`config.mk`:
```
export PLATFORM = sky130hd
export DESIGN_NAME = cal_cell
export DESIGN_NICKNAME = d
export VERILOG_FILES = /design/src/rtl/assert_macros.svh /design/src/rtl/cal_pkg.sv /design/src/rtl/cal_cell.sv
export SDC_FILE = /design/constraint.sdc
export NUM_CORES = 1
export LEC_CHECK = 0
export BUFFER_PORTS_ARGS = -buffer_cell sky130_fd_sc_hd__buf_4
export CELL_PAD_IN_SITES_DETAIL_PLACEMENT = 0
export CELL_PAD_IN_SITES_GLOBAL_PLACEMENT = 2
export CORE_AREA = 2 2 89 91
export CTS_CLUSTER_DIAMETER = 120
export DETAILED_ROUTE_END_ITERATION = 10
export DIE_AREA = 0 0 91 93
export MAX_ROUTING_LAYER = met4
export PLACE_DENSITY_LB_ADDON = 0.1
export SLEW_MARGIN = 20
export SYNTH_ARGS = -nofsm -noshare
export SYNTH_HDL_FRONTEND = slang
export SYNTH_SLANG_ARGS = --single-unit
export TNS_END_PERCENT = 30
```
`constraint.sdc`:
```
create_clock -name clk_i -period 2.7 [get_ports clk_i]
set_input_delay 0.54 -clock clk_i [delete_from_list [all_inputs] [get_ports clk_i]]
set_output_delay 0.54 -clock clk_i [all_outputs]
set_load 0.01 [all_outputs]
```
`src/rtl/assert_macros.svh`:
```
// assertion helpers, clocked on clk_i and disabled while rst_ni is low
`ifndef ASSERT_MACROS_SVH
`define ASSERT_MACROS_SVH

`ifndef SYNTH

`define CAL_ASSERT(label, prop, msg) \
  label: assert property (@(posedge clk_i) disable iff (!rst_ni) prop) else $error(msg);

`define CAL_NEVER(label, cond, msg) \
  label: assert property (@(posedge clk_i) disable iff (!rst_ni) !(cond)) else $error(msg);

`else

`define CAL_ASSERT(label, prop, msg)

`define CAL_NEVER(label, cond, msg)

`endif

`endif

```
`src/rtl/cal_pkg.sv`:
```
package cal_pkg;

  localparam int WORD_BITS = 32;
  localparam int LEN_BITS  = 7;
  localparam int DEPTH_DEF = 64;
  localparam logic [LEN_BITS-1:0] CAP_RESET = 7'd64;

  typedef enum logic [3:0] {
    K_INSERT  = 4'd0,
    K_APPEND  = 4'd1,
    K_REMOVE  = 4'd2,
    K_START   = 4'd3,
    K_END     = 4'd4,
    K_BACK    = 4'd5,
    K_FORWARD = 4'd6,
    K_SEEK    = 4'd7,
    K_GET     = 4'd8,
    K_CLEAR   = 4'd9
  } cal_kind_e;

  typedef enum logic [1:0] {
    ERR_OK    = 2'd0,
    ERR_FULL  = 2'd1,
    ERR_NONE  = 2'd2,
    ERR_RANGE = 2'd3
  } cal_err_e;

  // broadcast to every cell
  typedef struct packed {
    logic                 ins;
    logic                 app;
    logic                 rem;
    logic [LEN_BITS-1:0]  cursor;
    logic [LEN_BITS-1:0]  count;
    logic [WORD_BITS-1:0] value;
  } cal_ctrl_t;

  // result fields except the word
  typedef struct packed {
    cal_err_e            err;
    logic [LEN_BITS-1:0] length;
    logic [LEN_BITS-1:0] cursor;
    logic                rd_ok;
  } cal_res_t;

endpackage

```
`src/rtl/cal_cell.sv`:
```
module cal_cell #(
  parameter int IDX = 0
) (
  input  logic                          clk_i,
  input  cal_pkg::cal_ctrl_t            ctrl_i,
  input  logic [cal_pkg::WORD_BITS-1:0] left_i,
  input  logic [cal_pkg::WORD_BITS-1:0] right_i,
  output logic [cal_pkg::WORD_BITS-1:0] word_o
);
  import cal_pkg::*;

  logic [WORD_BITS-1:0] word_q, word_d;
  int cur, cnt;

  always_comb begin
    cur    = int'(ctrl_i.cursor);
    cnt    = int'(ctrl_i.count);
    word_d = word_q;
    if (ctrl_i.ins && IDX == cur) begin
      word_d = ctrl_i.value;
    end else if (ctrl_i.ins && IDX > cur && IDX <= cnt) begin
      word_d = left_i;
    end else if (ctrl_i.app && IDX == cnt) begin
      word_d = ctrl_i.value;
    end else if (ctrl_i.rem && IDX >= cur && IDX + 1 < cnt) begin
      word_d = right_i;
    end
  end

  always_ff @(posedge clk_i) begin
    word_q <= word_d;
  end

  assign word_o = word_q;

endmodule

```
Yosys cells after proc, flatten, opt, wreduce, memory -nomap -nowiden. Cells that the tools add are included.

Reduce and logical (&&, ||, !) cells: 7. Multiply operators: 0. Bitwise logic cells: 0. Muxes and demuxes: 3. Order comparisons: 2. Add/sub/neg operators: 0. Equality and inequality tests: 0. Shifts and indexed selects: 0. Div/mod/pow operators: 0.

Operator list (number): $mux 32 (3); $logic_not 7->1 (2); $ge 1x7->1 const A (1); $lt 1x7->1 const A (1); $logic_and 1x1->1 (4); $reduce_bool 3->1 (1).

Output and inout bits: 32. Latch bits: 0. Logic and storage cells: 13. Bits in writable memories: 0. Bits in registers: 32. Memories kept: 0. Bits of input ports: 114. ROM bits: 0.

Depth between registers and ports, before layout.
Word-level depth: 6. Depth in mapped cells: 6. Gate-level depth less buffers: 4.

Worst setup path before layout. OpenSTA, ideal clock, no wires.

Path kind: input to register. Start point: in ctrl_i[41] (netlist name). End point: reg word_q[0] (netlist: word_o[0]) (enable). Setup slack: 172 ps. Data required time: 2323 ps. Stages on the path: 6. Data arrival time: 2151 ps. Path buffers: 2. Setup time: 377 ps. Cell sequence: or4_4 > nor4_4 > a2bb2o_4 > buf_12 > buf_12 > a31o_2.

Word-level cells in the longest chain between the ends: 4. Elaborated cells between the ends (all ways): 6. Classes of those cells: 1 x order compare; 5 x reduce/logical.

RTL lines: from (decl) (line cal_cell.sv:5) `input cal_pkg::cal_ctrl_t ctrl_i,`; $ge 1x7->1 (line cal_cell.sv:25) `end else if (ctrl_i.rem && IDX >= cur && IDX + 1 < cnt) begin`; $logic_and 1x1->1 (2 in a row) (line cal_cell.sv:25); $reduce_bool 3->1 (no line) *; to (signal assigned) (line cal_cell.sv:31) `word_q <= word_d;`; to (decl) (line cal_cell.sv:12) `logic [WORD_BITS-1:0] word_q, word_d;`.

Mark *: on every way between the ends. The rest lies on a longest branch, timed or not. A chain may end at the register's enable or synchronous reset.

Worst setup path in the final report.
Start point: in ctrl_i[41] (netlist name). End point: reg word_q[11] (netlist: word_o[11]), data pin.

Word-level cells in the longest chain between the ends: 3.

RTL lines: $logic_not 7->1 (line cal_cell.sv:19) `if (ctrl_i.ins && IDX == cur) begin`; $logic_and 1x1->1 (line cal_cell.sv:19); $mux 32 (line cal_cell.sv:19); via word_d[11] (line cal_cell.sv:12).

The timed path passes the listed nets, and every way through them passes these cells.

==> metrics <==
Synth top area share between 60% and 70%; number of cell rows 32; total gr overflow 0; top-level I/O count between 100 and 150; number of enable-type register cells in the synthesized netlist 32; number of remaining DRC errors 0; clock transition at the registers of the reported paths roughly 70 ps; Seq/Total Area, Yosys 60.4%; pin slew with the least headroom to its limit roughly 270 ps; PostCTS Resize Cnt 0; Inserted Diodes 0; series of cell instances along the critical path buf_4 -> or4_4 -> nor4_4 -> a2bb2o_4 -> buf_4 -> mux2_4; switching share of power between 10% and 20%; critical-path maximum fanout 14; vias post-DR around 1100; overall routing resource usage about 9.1%; number of global-route vias before repair ~1200; Pins Over Slew Limit 0; Leakage between 0.001 and 0.0015 µW; switching power of the nets 204 µW; outcome completed; largest net degree at the start of global routing 19; area growth from synthesis to layout 64.0%; fmax 0.464 GHz; Post-CTS Hold Buffers 0; effective utilization at floorplan a little over a fifth; cell area after synthesis between 1500 and 2000 µm²; # port buffers between 100 and 150; Post-Synthesis Mean Instance Area approximately 21 µm²; top cell types by occurrence after synthesis 32 x edfxtp_1, 29 x mux2_4, 4 x buf_12, 3 x mux2_2; most prevalent standard cell on the critical path buf_4; standard cell with the maximum stage delay on the critical path or4_4; combined flip-flop and latch cell area between 900 and 1000 µm²; internal power contribution 846 µW; final setup vio count 0; Max Cap Violations 0; setup repair after global routing missed its margin no; area of the placeable core between 7000 and 8000 µm²; total power between 1000 and 1500 µW; Comb power frac ~14%; clock buffer depth 2; number of buffer and inverter stages on the critical path 2; Die Y 93 µm; Clock H-tree levels 2; cell count after synthesis between 70 and 80; launching element of the worst setup path ctrl_i[41]; Critical Path Max Stage Delay between 500 and 600 ps; CP delay by family, top simple AND/OR/NAND/NOR gates; final layout net count 310; Rel. slew slack 82.2%; Seq cells post-synth 32; largest area contributor in the netlist edfxtp_1; required time of the worst setup path around 2700 ps; type of element launching the critical path input port; routability congestion estimate from global placement 0.688; Die X-Extent 91 µm; unique cell type count in the Yosys netlist 12; final worst path period share 79.8%; number of search-and-repair iterations in the first detailed-routing pass 4; final routed wirelength across all metal layers a little under 4000 µm; clock tree from TritonCTS built; number of antenna violations at the first check in global routing 0; Starting DRT DRC Count 12; clock power share 33.1%; wire length of the first global-routing pass about 5700 µm; Setup Buffers After CTS 0; footprint of the multi-input gates 551 µm²; synth warn 0; net count of the mapped netlist 190; post-route setup TNS 0 ps; capturing element of the worst setup path word_o[11]; arrival time of the worst setup path 2180 ps; vias per std cell around 3.8; post-detailed-route wirelength per cell ~13 µm; cell with the most instances after synthesis edfxtp_1; number of clock buffers inserted by TritonCTS 5; Worst Setup Path Type in2reg; Worst VDD drop 0.144 mV; sequential fraction of design power between 50% and 60%; CTS Root Cell clkbuf_8; Area contributors post-synth edfxtp_1 60%, mux2_4 27%, buf_12 5.0%; power density of the placed cells 402 nW/µm²; class of the most critical hold timing path in2reg; number of fillers in the final layout just under 800; flip-flop count of the largest register, all copies and words added 32; nature of the critical path endpoint flip-flop; number of nets with antenna violations after detailed routing 0; most common flop cell mapped by yosys edfxtp_1; die footprint ~8500 µm²; post-route minimum period about 2200 ps; CTS sink count 32; logic depth of the worst setup path including buffers 6; fraction of final layout cells sized beyond drive strength 1 between 80 and 90%; proportion of synthesized flip-flops having asynchronous set or reset 0%; Hold Fails Final Rpt 0
==> how the worst min path moves through the flow <==
stage | slack, ps | to | startpoint | depth (start not counted)
global route | 540 | word_o[12] | right_i[12] | 2
global placement | 840 | word_o[9] | ctrl_i[9] | 2
floorplan | 760 | word_o[10] | ctrl_i[10] | 1
detailed placement | 840 | word_o[15] | ctrl_i[15] | 2
finish | 560 | word_o[12] | right_i[12] | 2
CTS | 550 | word_o[15] | ctrl_i[15] | 2
==> area by class of cell <==
class	count	area share (%)
Clock buffer	7	2.92
Multi-Input combinational cell	40	21.1
Tap cell	102	4.89
Sequential cell	32	36.8
Timing Repair Buffer	117	34.1
Clock inverter	1	0.144
==> layout by cell type (no fill, tap or decap) <==
cell,n
clkbuf_1,2
clkinv_1,1
nor2_1,1
or4_4,1
clkbuf_8,5
nor4_1,1
nand2_1,1
edfxtp_1,32
a31o_2,1
buf_4,116
mux2_2,3
a2bb2o_4,1
nor4_4,1
nand2b_1,1
mux2_4,29
buf_12,1
==> power by group through the flow <==
stage          Combinational, µW  Sequential, µW  Clock, µW
3_3_place_gp                 146             565          0
2_1_floorplan               44.4             568          0
5_1_grt                      159             554        386
3_5_place_dp                 149             565          0
6_report                     148             554        348
4_1_cts                      150             554        365
==> cells by family (layout without fill, tap and decap cells) <==
family | after synthesis | in the layout | synth area share (%)
AND/OR/NAND/NOR | 6 | 6 | 3.30
AO/OA/AOI/OAI | 2 | 2 | 1.81
multiplexers | 32 | 32 | 29.5
buffers and inverters | 4 | 125 | 5.03
flip-flops | 32 | 32 | 60.4
==> per-layer routing <==
metal	global-route usage, %	up-vias	share of wire [%]
met3	2.98	7	7.7
met2	15.4	65	52
li1	-	538	-
met1	9.69	536	39
met4	4.55	0	2.0
met5	-	-	0
==> stage by stage <==
step	util, %	area, µm²	hold slack [ps]	std cells	worst slack (ps)
finish	34.7	2610	559	299	545
global route	34.7	2610	541	299	468
CTS	34.7	2610	549	299	529
detailed placement	33.6	2530	844	291	225
global placement	33.6	2530	840	291	246
floorplan	-	1590	757	76	172
No activity file was read; power rests on OpenSTA's default activity.
