==> src/rtl/assert_macros.svh <==
// assertion helpers, clocked on clk_i and disabled while rst_ni is low
`ifndef ASSERT_MACROS_SVH
`define ASSERT_MACROS_SVH

`ifndef SYNTH

`define CAL_ASSERT(label, prop, msg) \
  label: assert property (@(posedge clk_i) disable iff (!rst_ni) prop) else $error(msg);

`define CAL_NEVER(label, cond, msg) \
  label: assert property (@(posedge clk_i) disable iff (!rst_ni) !(cond)) else $error(msg);

`else

`define CAL_ASSERT(label, prop, msg)

`define CAL_NEVER(label, cond, msg)

`endif

`endif

==> src/rtl/cal_pkg.sv <==
package cal_pkg;

  localparam int WORD_BITS = 32;
  localparam int LEN_BITS  = 7;
  localparam int DEPTH_DEF = 64;
  localparam logic [LEN_BITS-1:0] CAP_RESET = 7'd64;

  typedef enum logic [3:0] {
    K_INSERT  = 4'd0,
    K_APPEND  = 4'd1,
    K_REMOVE  = 4'd2,
    K_START   = 4'd3,
    K_END     = 4'd4,
    K_BACK    = 4'd5,
    K_FORWARD = 4'd6,
    K_SEEK    = 4'd7,
    K_GET     = 4'd8,
    K_CLEAR   = 4'd9
  } cal_kind_e;

  typedef enum logic [1:0] {
    ERR_OK    = 2'd0,
    ERR_FULL  = 2'd1,
    ERR_NONE  = 2'd2,
    ERR_RANGE = 2'd3
  } cal_err_e;

  // broadcast to every cell
  typedef struct packed {
    logic                 ins;
    logic                 app;
    logic                 rem;
    logic [LEN_BITS-1:0]  cursor;
    logic [LEN_BITS-1:0]  count;
    logic [WORD_BITS-1:0] value;
  } cal_ctrl_t;

  // result fields except the word
  typedef struct packed {
    cal_err_e            err;
    logic [LEN_BITS-1:0] length;
    logic [LEN_BITS-1:0] cursor;
    logic                rd_ok;
  } cal_res_t;

endpackage

==> src/rtl/cal_ctrl.sv <==
`include "assert_macros.svh"

module cal_ctrl #(
  parameter int DEPTH = cal_pkg::DEPTH_DEF
) (
  input  logic                          clk_i,
  input  logic                          rst_ni,
  input  logic                          fire_i,
  input  logic [3:0]                    kind_i,
  input  logic [cal_pkg::WORD_BITS-1:0] value_i,
  input  logic [cal_pkg::LEN_BITS-1:0]  position_i,
  input  logic                          cfg_we_i,
  input  logic [cal_pkg::LEN_BITS-1:0]  cfg_wdata_i,
  output cal_pkg::cal_ctrl_t            ctrl_o,
  output cal_pkg::cal_res_t             res_o
);
  import cal_pkg::*;

  localparam int LimInt = (DEPTH > 127) ? 127 : DEPTH;
  localparam logic [LEN_BITS-1:0] DepthLim = LEN_BITS'(LimInt);

  logic [LEN_BITS-1:0] count_q, count_d, cursor_q, cursor_d, cap_q, lim;
  logic     ins, app, rem, rd_ok, full, has;
  cal_err_e err;

  assign lim  = (cap_q < DepthLim) ? cap_q : DepthLim;
  assign full = count_q >= lim;
  assign has  = cursor_q < count_q;

  always_comb begin
    count_d  = count_q;
    cursor_d = cursor_q;
    err      = ERR_OK;
    ins      = 1'b0;
    app      = 1'b0;
    rem      = 1'b0;
    rd_ok    = 1'b0;
    unique case (cal_kind_e'(kind_i))
      K_INSERT: begin
        if (full) begin
          err = ERR_FULL;
        end else begin
          ins     = 1'b1;
          count_d = count_q + 7'd1;
        end
      end
      K_APPEND: begin
        if (full) begin
          err = ERR_FULL;
        end else begin
          app     = 1'b1;
          count_d = count_q + 7'd1;
        end
      end
      K_REMOVE: begin
        if (!has) begin
          err = ERR_NONE;
        end else begin
          rem     = 1'b1;
          rd_ok   = 1'b1;
          count_d = count_q - 7'd1;
        end
      end
      K_START: cursor_d = '0;
      K_END:   cursor_d = count_q;
      K_BACK: begin
        if (cursor_q != '0) cursor_d = cursor_q - 7'd1;
      end
      K_FORWARD: begin
        if (has) cursor_d = cursor_q + 7'd1;
      end
      K_SEEK: begin
        if (position_i > count_q) err = ERR_RANGE;
        else cursor_d = position_i;
      end
      K_GET: begin
        if (!has) err = ERR_NONE;
        else rd_ok = 1'b1;
      end
      K_CLEAR: begin
        count_d  = '0;
        cursor_d = '0;
      end
      default: ;
    endcase
  end

  always_comb begin
    ctrl_o.ins    = fire_i & ins;
    ctrl_o.app    = fire_i & app;
    ctrl_o.rem    = fire_i & rem;
    ctrl_o.cursor = cursor_q;
    ctrl_o.count  = count_q;
    ctrl_o.value  = value_i;
    res_o.err     = err;
    res_o.length  = count_d;
    res_o.cursor  = cursor_d;
    res_o.rd_ok   = rd_ok;
  end

  always_ff @(posedge clk_i or negedge rst_ni) begin
    if (!rst_ni) begin
      count_q  <= '0;
      cursor_q <= '0;
      cap_q    <= CAP_RESET;
    end else begin
      if (fire_i) begin
        count_q  <= count_d;
        cursor_q <= cursor_d;
      end
      if (cfg_we_i) cap_q <= cfg_wdata_i;
    end
  end

  `CAL_NEVER(a_cursor_in_list, cursor_q > count_q, "cursor beyond length")
  `CAL_NEVER(a_count_in_depth, count_q > DepthLim, "length beyond depth")
  `CAL_ASSERT(a_idle_holds, !fire_i |=> $stable(count_q) && $stable(cursor_q), "state moved")
  `CAL_ASSERT(a_full_refused, fire_i && full && (ins || app) |-> 1'b0, "write to full list")
  `CAL_ASSERT(a_grow_bounded, fire_i && count_q < lim |=> count_q <= $past(lim), "grew past limit")

endmodule

==> config.mk <==
export PLATFORM = sky130hd
export DESIGN_NAME = cal_ctrl
export DESIGN_NICKNAME = d
export VERILOG_FILES = /design/src/rtl/cal_pkg.sv /design/src/rtl/cal_ctrl.sv
export VERILOG_INCLUDE_DIRS = /design/src /design/src/rtl
export SDC_FILE = /design/constraint.sdc
export NUM_CORES = 1
export LEC_CHECK = 0
export BUFFER_PORTS_ARGS = -buffer_cell sky130_fd_sc_hd__buf_2
export CAP_MARGIN = 10
export CELL_PAD_IN_SITES_DETAIL_PLACEMENT = 1
export CELL_PAD_IN_SITES_GLOBAL_PLACEMENT = 2
export CORE_MARGIN = 3
export CORE_UTILIZATION = 29
export CTS_BUF_LIST = sky130_fd_sc_hd__clkbuf_4 sky130_fd_sc_hd__clkbuf_8
export CTS_CLUSTER_DIAMETER = 40
export DETAILED_ROUTE_END_ITERATION = 10
export GPL_TIMING_DRIVEN = 1
export PLACE_DENSITY_LB_ADDON = 0.1
export SYNTH_ARGS = -nofsm -noshare
export SYNTH_HDL_FRONTEND = slang
export SYNTH_SLANG_ARGS = --single-unit
export TNS_END_PERCENT = 5
==> constraint.sdc <==
create_clock -name clk_i -period 5 [get_ports clk_i]
set_input_delay 0.25 -clock clk_i [delete_from_list [all_inputs] [get_ports clk_i]]
set_output_delay 0.25 -clock clk_i [all_outputs]
set_load 0.02 [all_outputs]
### After elaboration in Yosys (flattened, before gate mapping)

Index checks and enable logic that the tools add are counted.

* register bits: 21
* input port bits: 54
* output and inout port bits: 66

* add/subtract/negate cells: 4
* magnitude comparators: 4
* equality and inequality tests: 9
* muxes and demuxes: 18
* bitwise logic cells: 3
* reduce and logical (&&, ||, !) cells: 5

Operators with widths (number)
* $mux 7: 6
* $pmux 7 s5: 1
* $pmux 7 s3: 1
* $eq 4x3->1 const B: 4
* $add 7x1->7 const B: 2
* $sub 7x1->7 const B: 2
* $eq 4x2->1 const B: 2
* $eq 4x4->1 const B: 2
* $ge 7x7->1: 1
* $gt 7x7->1: 1
* $lt 7x7->1: 1
* $lt 7x7->1 const B: 1
* $mux 1: 7
* $reduce_bool 7->1: 1
* $pmux 2 s3: 1
* $reduce_or 2->1: 3
* $eq 4x1->1 const B: 1
* $logic_not 4->1: 1
* $mux 2: 2
* $and 1x1->1: 3

### Depth between registers and ports, before layout

Gate-level depths: netlist of run 1.

* word-level depth: 6
* mapped depth: 10
* gate-level depth less buffers: 10

### Worst setup path after synthesis of run 1

No wires, ideal clock.

* path type: reg2out
* start point: register count_q[4]
* end point: output port res_o[4] (netlist name)
* arrival: 2630 ps
* data required time: 4750 ps
* path slack: 2120 ps
* cell stages (with the launch flop): 9
* cell sequence: dfrtp_1 -> inv_1 -> ha_1 -> a211o_1 -> o211ai_1 -> o311ai_4 -> or4_1 -> and3_4 -> o2bb2ai_1

RTL lines
* start, declared: RTL line cal_ctrl.sv:22 `logic [LEN_BITS-1:0] count_q, count_d, cursor_q, cursor_d, cap_q, lim;`
* start signal, assigned: RTL line cal_ctrl.sv:108 `count_q <= count_d;`
* end, declared: RTL line cal_ctrl.sv:15 `output cal_pkg::cal_res_t res_o`

==> qor.yml, run 1 <==
use_met1: 0.238
yosysUniqueCellTypes: 65
worst_slew_pin_slew_ns: 0.978
core-area_sq_mm: 0.00924
yosys.area.top_type_share: 0.181
start_util: 0.299
met3_usage: 0.0274
dpl.hpwl_um: 7680
layout_min_cycle_time_ns: 3.62
synth_edf_count: 0
synth_top_family_by_area: "compound AO/OA/AOI/OAI gates"
rsz0062_at_grt: "no"
p_total_mw: 1.27
nets: 443
async_flop_share: 1.00
ant_nets: 0
grt_pass1_wl_um: 15900
synthXorXnorAreaFrac: 0.0190
cts_tree: "done"
synth_fa_ha_area_frac: 0.113
skew_ns: 0.00265
diodes: 0
die_w_um: 104
syn_avg_cell_area_sq_um: 7.81
port_buffers: 55
syn_inst: 354
post_cts_resize_count: 0
synth.most_common_cell: "nand2_1"
drt-wirelength-per-cell_um: 20.1
die_y_um: 104
endpoint_kind: "output port"
dieArea_sq_mm: 0.0107
crit_slowest_cell: "o311a_1"
cap_violations: 0
critPathLaunch: "count_q[4]"
arrival_ns: 3.37
worstPathRequired_ns: 4.75
power_density_mw_per_mm2: 435
gr-total-overflow: 0
synth_mux_area_frac: 0.0394
num_rows: 35
yosysWarnings: 0
h-tree-depth: 1
ys_ff_latch: 21
via_per_inst: 5.35
synthSimpleGateAreaFrac: 0.228
grt_pass1_vias: 2814
fill_cells: 1158
postCtsSetupRepairBufs: 0
power.leakage_nw: 1.31
drt_iter0_markers: 84
hold_viol_final: 0
track_usage: 0.184
syn_area_sq_mm: 0.00277
drc_errors: 0
hp-start: "cfg_wdata_i[6]"
num_vias: 2633
ys_seq_area_frac: 0.190
path_cells: "inv_1 > ha_1 > a211o_1 > o211ai_1 > o311a_1 > and3_1 > and2_1 > o21ba_2 > mux2i_1 > buf_2"
routed_wl_um: 9910
io_pins: 120
antenna_found_initial: 0
dr.pass1.iters: 4
grt_max_degree: 22
cp_slowest_stage_delay_ns: 0.61
relSlewSlack: 0.343
clock_latency_ns: 0.28
syn_nets: 433
setup_violations: 0
dp_worst_setup_slack_ns: 1.72
multi_input_area_sq_mm: 0.00183
setup_slack_ns: 1.38
synth_area_leader_cell: "dfrtp_1"
cts_root_buffer: "clkbuf_8"
peakVddDrop_mv: 0.144
r2r_start: "count_q[4]"
ff_latch_area_sq_um: 527
clockBufferDepth: 2
critPathLaunchType: "flop"
drv_slew: 0
synth_common_cells: "34 x nand2_1, 33 x buf_4, 32 x a21oi_1"
clkSlewWorstSetupHoldPaths_ns: 0.10
synth_compound_gate_area_share: 0.263
fin_crit_sh: 0.724
crit_type: "flop to output port"
grt_most_used_layer: "met2"
gp_congestion: 0.827
cts_buffers: 3
drive_gt1_frac: 0.231
grt_use_met2: 0.330
ys_top_cells_by_area: "dfrtp_1 18%, ha_1 11%, buf_4 9.0%"
cts_sinks: 21
hold_class: "input pin to flop"
synth_top_flop_cell: "dfrtp_1"
status: "completed"
fmax_mhz: 276
area.growth.synth_to_final_pct: 5.57
crit_path_max_fanout: 11
finalSetupTns_ns: 0
## layout by cell type (no fill, tap or decap), types with 7 or more instances in the layout
master,n
ha_1,25
a21o_1,7
nand2b_1,7
o21ai_0,16
dfrtp_1,20
nor3_1,12
buf_2,55
nand3_1,10
nor2_1,24
inv_1,16
mux2_2,7
nand2_1,34
a21oi_1,32
## through the flow
| stage | utilization | std cells | cell area (sq um) | hold slack (ns) |
|---|---|---|---|---|
| 3_5_place_dp | 0.310 | 487 | 2860 | 0.289 |
| 6_report | 0.316 | 492 | 2920 | 0.180 |
| 4_1_cts | 0.316 | 492 | 2920 | 0.175 |
| 2_1_floorplan | - | 354 | 2770 | -0.0456 |
| 5_1_grt | 0.316 | 492 | 2920 | 0.181 |
| 3_3_place_gp | 0.310 | 487 | 2860 | 0.286 |
## registers in the layout, summed over array words and instances, names as in the netlist
name	cells
cursor_q	7
count_q	7
cap_q	7
## worst max-delay path: cells and delay by family (launching register included)
family | cells | cell delay (ns)
AOI/OAI and AO/OA | 4 | 1.19
DFF | 1 | 0.54
and+or+nand+nor | 2 | 0.45
buffers and inverters | 2 | 0.41
adders and majority gates | 1 | 0.37
muxes | 1 | 0.12
## cells by family (layout without fill, tap and decap cells)
kind of cell	Yosys count	count (layout)
and+or+nand+nor	121	121
xor gates and xnor gates	6	6
adders and majority gates	25	25
AOI/OAI and AO/OA	103	103
muxes	10	10
buffers and inverters	68	77
DFF	21	21
## where the power goes
group / total [mW] / switching, mW / leakage [nW] / internal [mW]
sequential: 0.318 / 0.109 / 0.258 / 0.209
combinational: 0.820 / 0.516 / 1.03 / 0.304
clock: 0.132 / 0.0756 / 0.0255 / 0.0560
## what timing repair did
action	CTS	global route
hold buffers	1	0
endpoints found under the hold margin	20	0
endpoints found under the setup margin	0	0
## final cells by class
cell class              count  share of cell area
clock buffers               3              0.0141
clock inverters             1             0.00171
inverters                  16              0.0206
multi-input cells         265               0.628
flip-flops and latches     21               0.180
well taps                 129              0.0553
repair buffers             57               0.100
## worst paths after layout
| path | slack [ns] | to | depth (start not counted) |
|---|---|---|---|
| worst max-delay path | 1.38 | res_o[14] | 10 |
| worst min-delay path | 0.18 | cap_q[6] | 3 |
| worst max register to register | 1.92 | cursor_q[6] | 9 |
| worst min register to register | 0.52 | cap_q[2] | 1 |
| max in group asynchronous | 4.09 | cap_q[1] | 2 |
| min in group asynchronous | 0.51 | count_q[3] | 2 |
## layer usage
layer | vias up | wire (um)
met5 | - | 0
li1 | 1275 | -
met3 | 6 | 275
met2 | 56 | 5010
met4 | 0 | 79
met1 | 1296 | 4540
(Power assumes the default switching activity.)
==> run 2: changes to the inputs <==
Settings changed: CORE_UTILIZATION 29 to 27.
Clock period 5 ns to 3.4 ns, I/O delays scaled along.
==> qor.yml, run 2 (same netlist as run 1, synthesis figures left out) <==
track_usage: 0.177  # was 0.184
hold_viol_final: 0  # unchanged
gr-total-overflow: 0  # unchanged
largest_registers: "cap_q (7), count_q (7), cursor_q (7)"  # unchanged
area.growth.synth_to_final_pct: 8.87  # was 5.57%
drc_errors: 0  # unchanged
gp_congestion: 0.831  # was 0.827
final_cell_mix: "55 x buf_2, 34 x nand2_1, 32 x a21oi_1"  # unchanged
status: "completed"  # unchanged
intPower_mw: 0.889  # was 0.570 mW
ff_latch_area_sq_um: 529  # was 527 sq um
fin_crit_sh: 0.943
whs_ns: 0.106  # was 0.180 ns
cts_sinks: 21  # unchanged
drt-wirelength-per-cell_um: 19.7  # was 20.1 um
rsz0062_at_grt: "no"  # unchanged
crit_type: "flop to output port"  # unchanged
layout_min_cycle_time_ns: 3.20
start_util: 0.280  # was 0.299
routed_wl_um: 9990  # was 9910 um
clock_latency_ns: 0.28  # about the same
dp_worst_setup_slack_ns: 0.287  # was 1.72 ns
cap_violations: 0  # unchanged
dieArea_sq_mm: 0.0115  # was 0.0107 sq mm
cts_tree: "done"  # unchanged
core-area_sq_mm: 0.00986  # was 0.00924 sq mm
die_w_um: 107  # was 104 um
skew_ns: 0.00504  # was 0.00265 ns
relSlewSlack: 0.613  # was 0.343
fmax_mhz: 312
setup_violations: 0  # unchanged
multi_input_area_sq_mm: 0.00183  # about the same
io_pins: 120  # unchanged
grt_max_degree: 22  # unchanged
endpoint_kind: "output port"  # unchanged
clkPwrFrac: 0.100  # was 0.104
layout_commonest_cell: "buf_2"  # unchanged
cts_root_buffer: "clkbuf_8"  # unchanged
clockBufferDepth: 2  # unchanged
diodes: 0  # unchanged
power.leakage_nw: 1.37  # was 1.31 nW
drive_gt1_frac: 0.262  # was 0.231
die_y_um: 107  # was 104 um
num_vias: 2662  # was 2633
worstPathRequired_ns: 3.23  # was 4.75 ns
arrival_ns: 3.03  # was 3.37 ns
num_rows: 36  # was 35
crit_path_max_fanout: 9  # was 11
clkSlewWorstSetupHoldPaths_ns: 0.10  # about the same
nets: 454  # was 443
antenna_found_initial: 0  # unchanged
worst_slew_pin_slew_ns: 0.580  # was 0.978 ns
setup_slack_ns: 0.195  # was 1.38 ns
grt_pass1_wl_um: 15900  # about the same
ant_nets: 0  # unchanged
dpl.hpwl_um: 8050  # was 7680 um
power_density_mw_per_mm2: 639  # was 435 mW/mm^2
via_per_inst: 5.25  # was 5.35
critPathLaunchType: "flop"  # unchanged
port_buffers: 55  # unchanged
drt_iter0_markers: 54  # was 84
swShare: 0.538  # was 0.551
h-tree-depth: 1  # unchanged
hold_class: "input pin to flop"  # unchanged
drv_slew: 0  # unchanged
switchingPower_mw: 1.03  # was 0.700 mW
peakVddDrop_mv: 0.193  # was 0.144 mV
cts_buffers: 3  # unchanged
p_seq_frac: 0.205  # was 0.251
fill_cells: 1215  # was 1158
dr.pass1.iters: 4  # unchanged
power_frac_comb: 0.695  # was 0.646
finalSetupTns_ns: 0  # unchanged
grt_pass1_vias: 2808  # was 2814
==> run 2: path summary, 6_finish.rpt <==
check | start | to | slack (ns) | cells after the start
max | count_q[4] | res_o[4] | 0.20 | 10
min | cfg_wdata_i[6] | cap_q[6] | 0.11 | 3
max reg2reg | count_q[4] | count_q[5] | 0.73 | 9
min reg2reg | cap_q[5] | cap_q[5] | 0.51 | 1
max in group asynchronous | rst_ni | count_q[4] | 2.60 | 2
min in group asynchronous | rst_ni | cursor_q[1] | 0.40 | 2
==> run 2: final cells by class <==
cell class	instances	area share
clock inverter	1	0.00166
inverter	16	0.0200
sequential	21	0.176
clock buffer	3	0.0137
timing repair buffer	68	0.125
tap	133	0.0553
multi-input combinational	265	0.609
==> run 2: metal layers <==
layer / vias to the layer above / routed length, um / part of all wire / global-route usage
met4: 0 / 129 / 0.013 / 0.0329
met2: 53 / 4960 / 0.50 / 0.311
met1: 1309 / 4600 / 0.46 / 0.231
met5: - / 0 / 0 / 0
met3: 12 / 293 / 0.029 / 0.0247
li1: 1288 / - / - / -
==> run 2: metrics by stage <==
stage          std cells  power (mW)  instance area [sq um]   util
3_3_place_gp         502        1.73                   2950  0.299
4_1_cts              507        1.95                   3010  0.305
5_1_grt              507        2.10                   3010  0.305
3_5_place_dp         502        1.74                   2950  0.299
2_1_floorplan        354        1.36                   2770      -
6_report             507        1.92                   3010  0.305
==> run 2: timing repair <==
action | CTS | global route
resized for setup | 1 | 2
buffers inserted | 0 | 0
hold endpoints to repair | 20 | 0
setup endpoints to repair | 1 | 6
hold buffers | 1 | 0
==> run 2: power by group through the flow <==
stage / sequential, mW / combinational (mW) / clock [mW]
6_report: 0.393 / 1.34 / 0.193
3_3_place_gp: 0.392 / 1.34 / 0
4_1_cts: 0.392 / 1.35 / 0.204
5_1_grt: 0.404 / 1.48 / 0.211
2_1_floorplan: 0.437 / 0.927 / 0
3_5_place_dp: 0.398 / 1.34 / 0
==> run 2: worst max-delay path, cell delays in order (launching register included) <==
cell       delay [ns]
dfrtp_2          0.49
inv_1            0.17
ha_1             0.34
a211o_1          0.26
o211ai_1         0.15
o311ai_4         0.27
or4_1            0.54
and3_4           0.19
nand2_1          0.06
o2bb2ai_1        0.10
buf_2            0.18
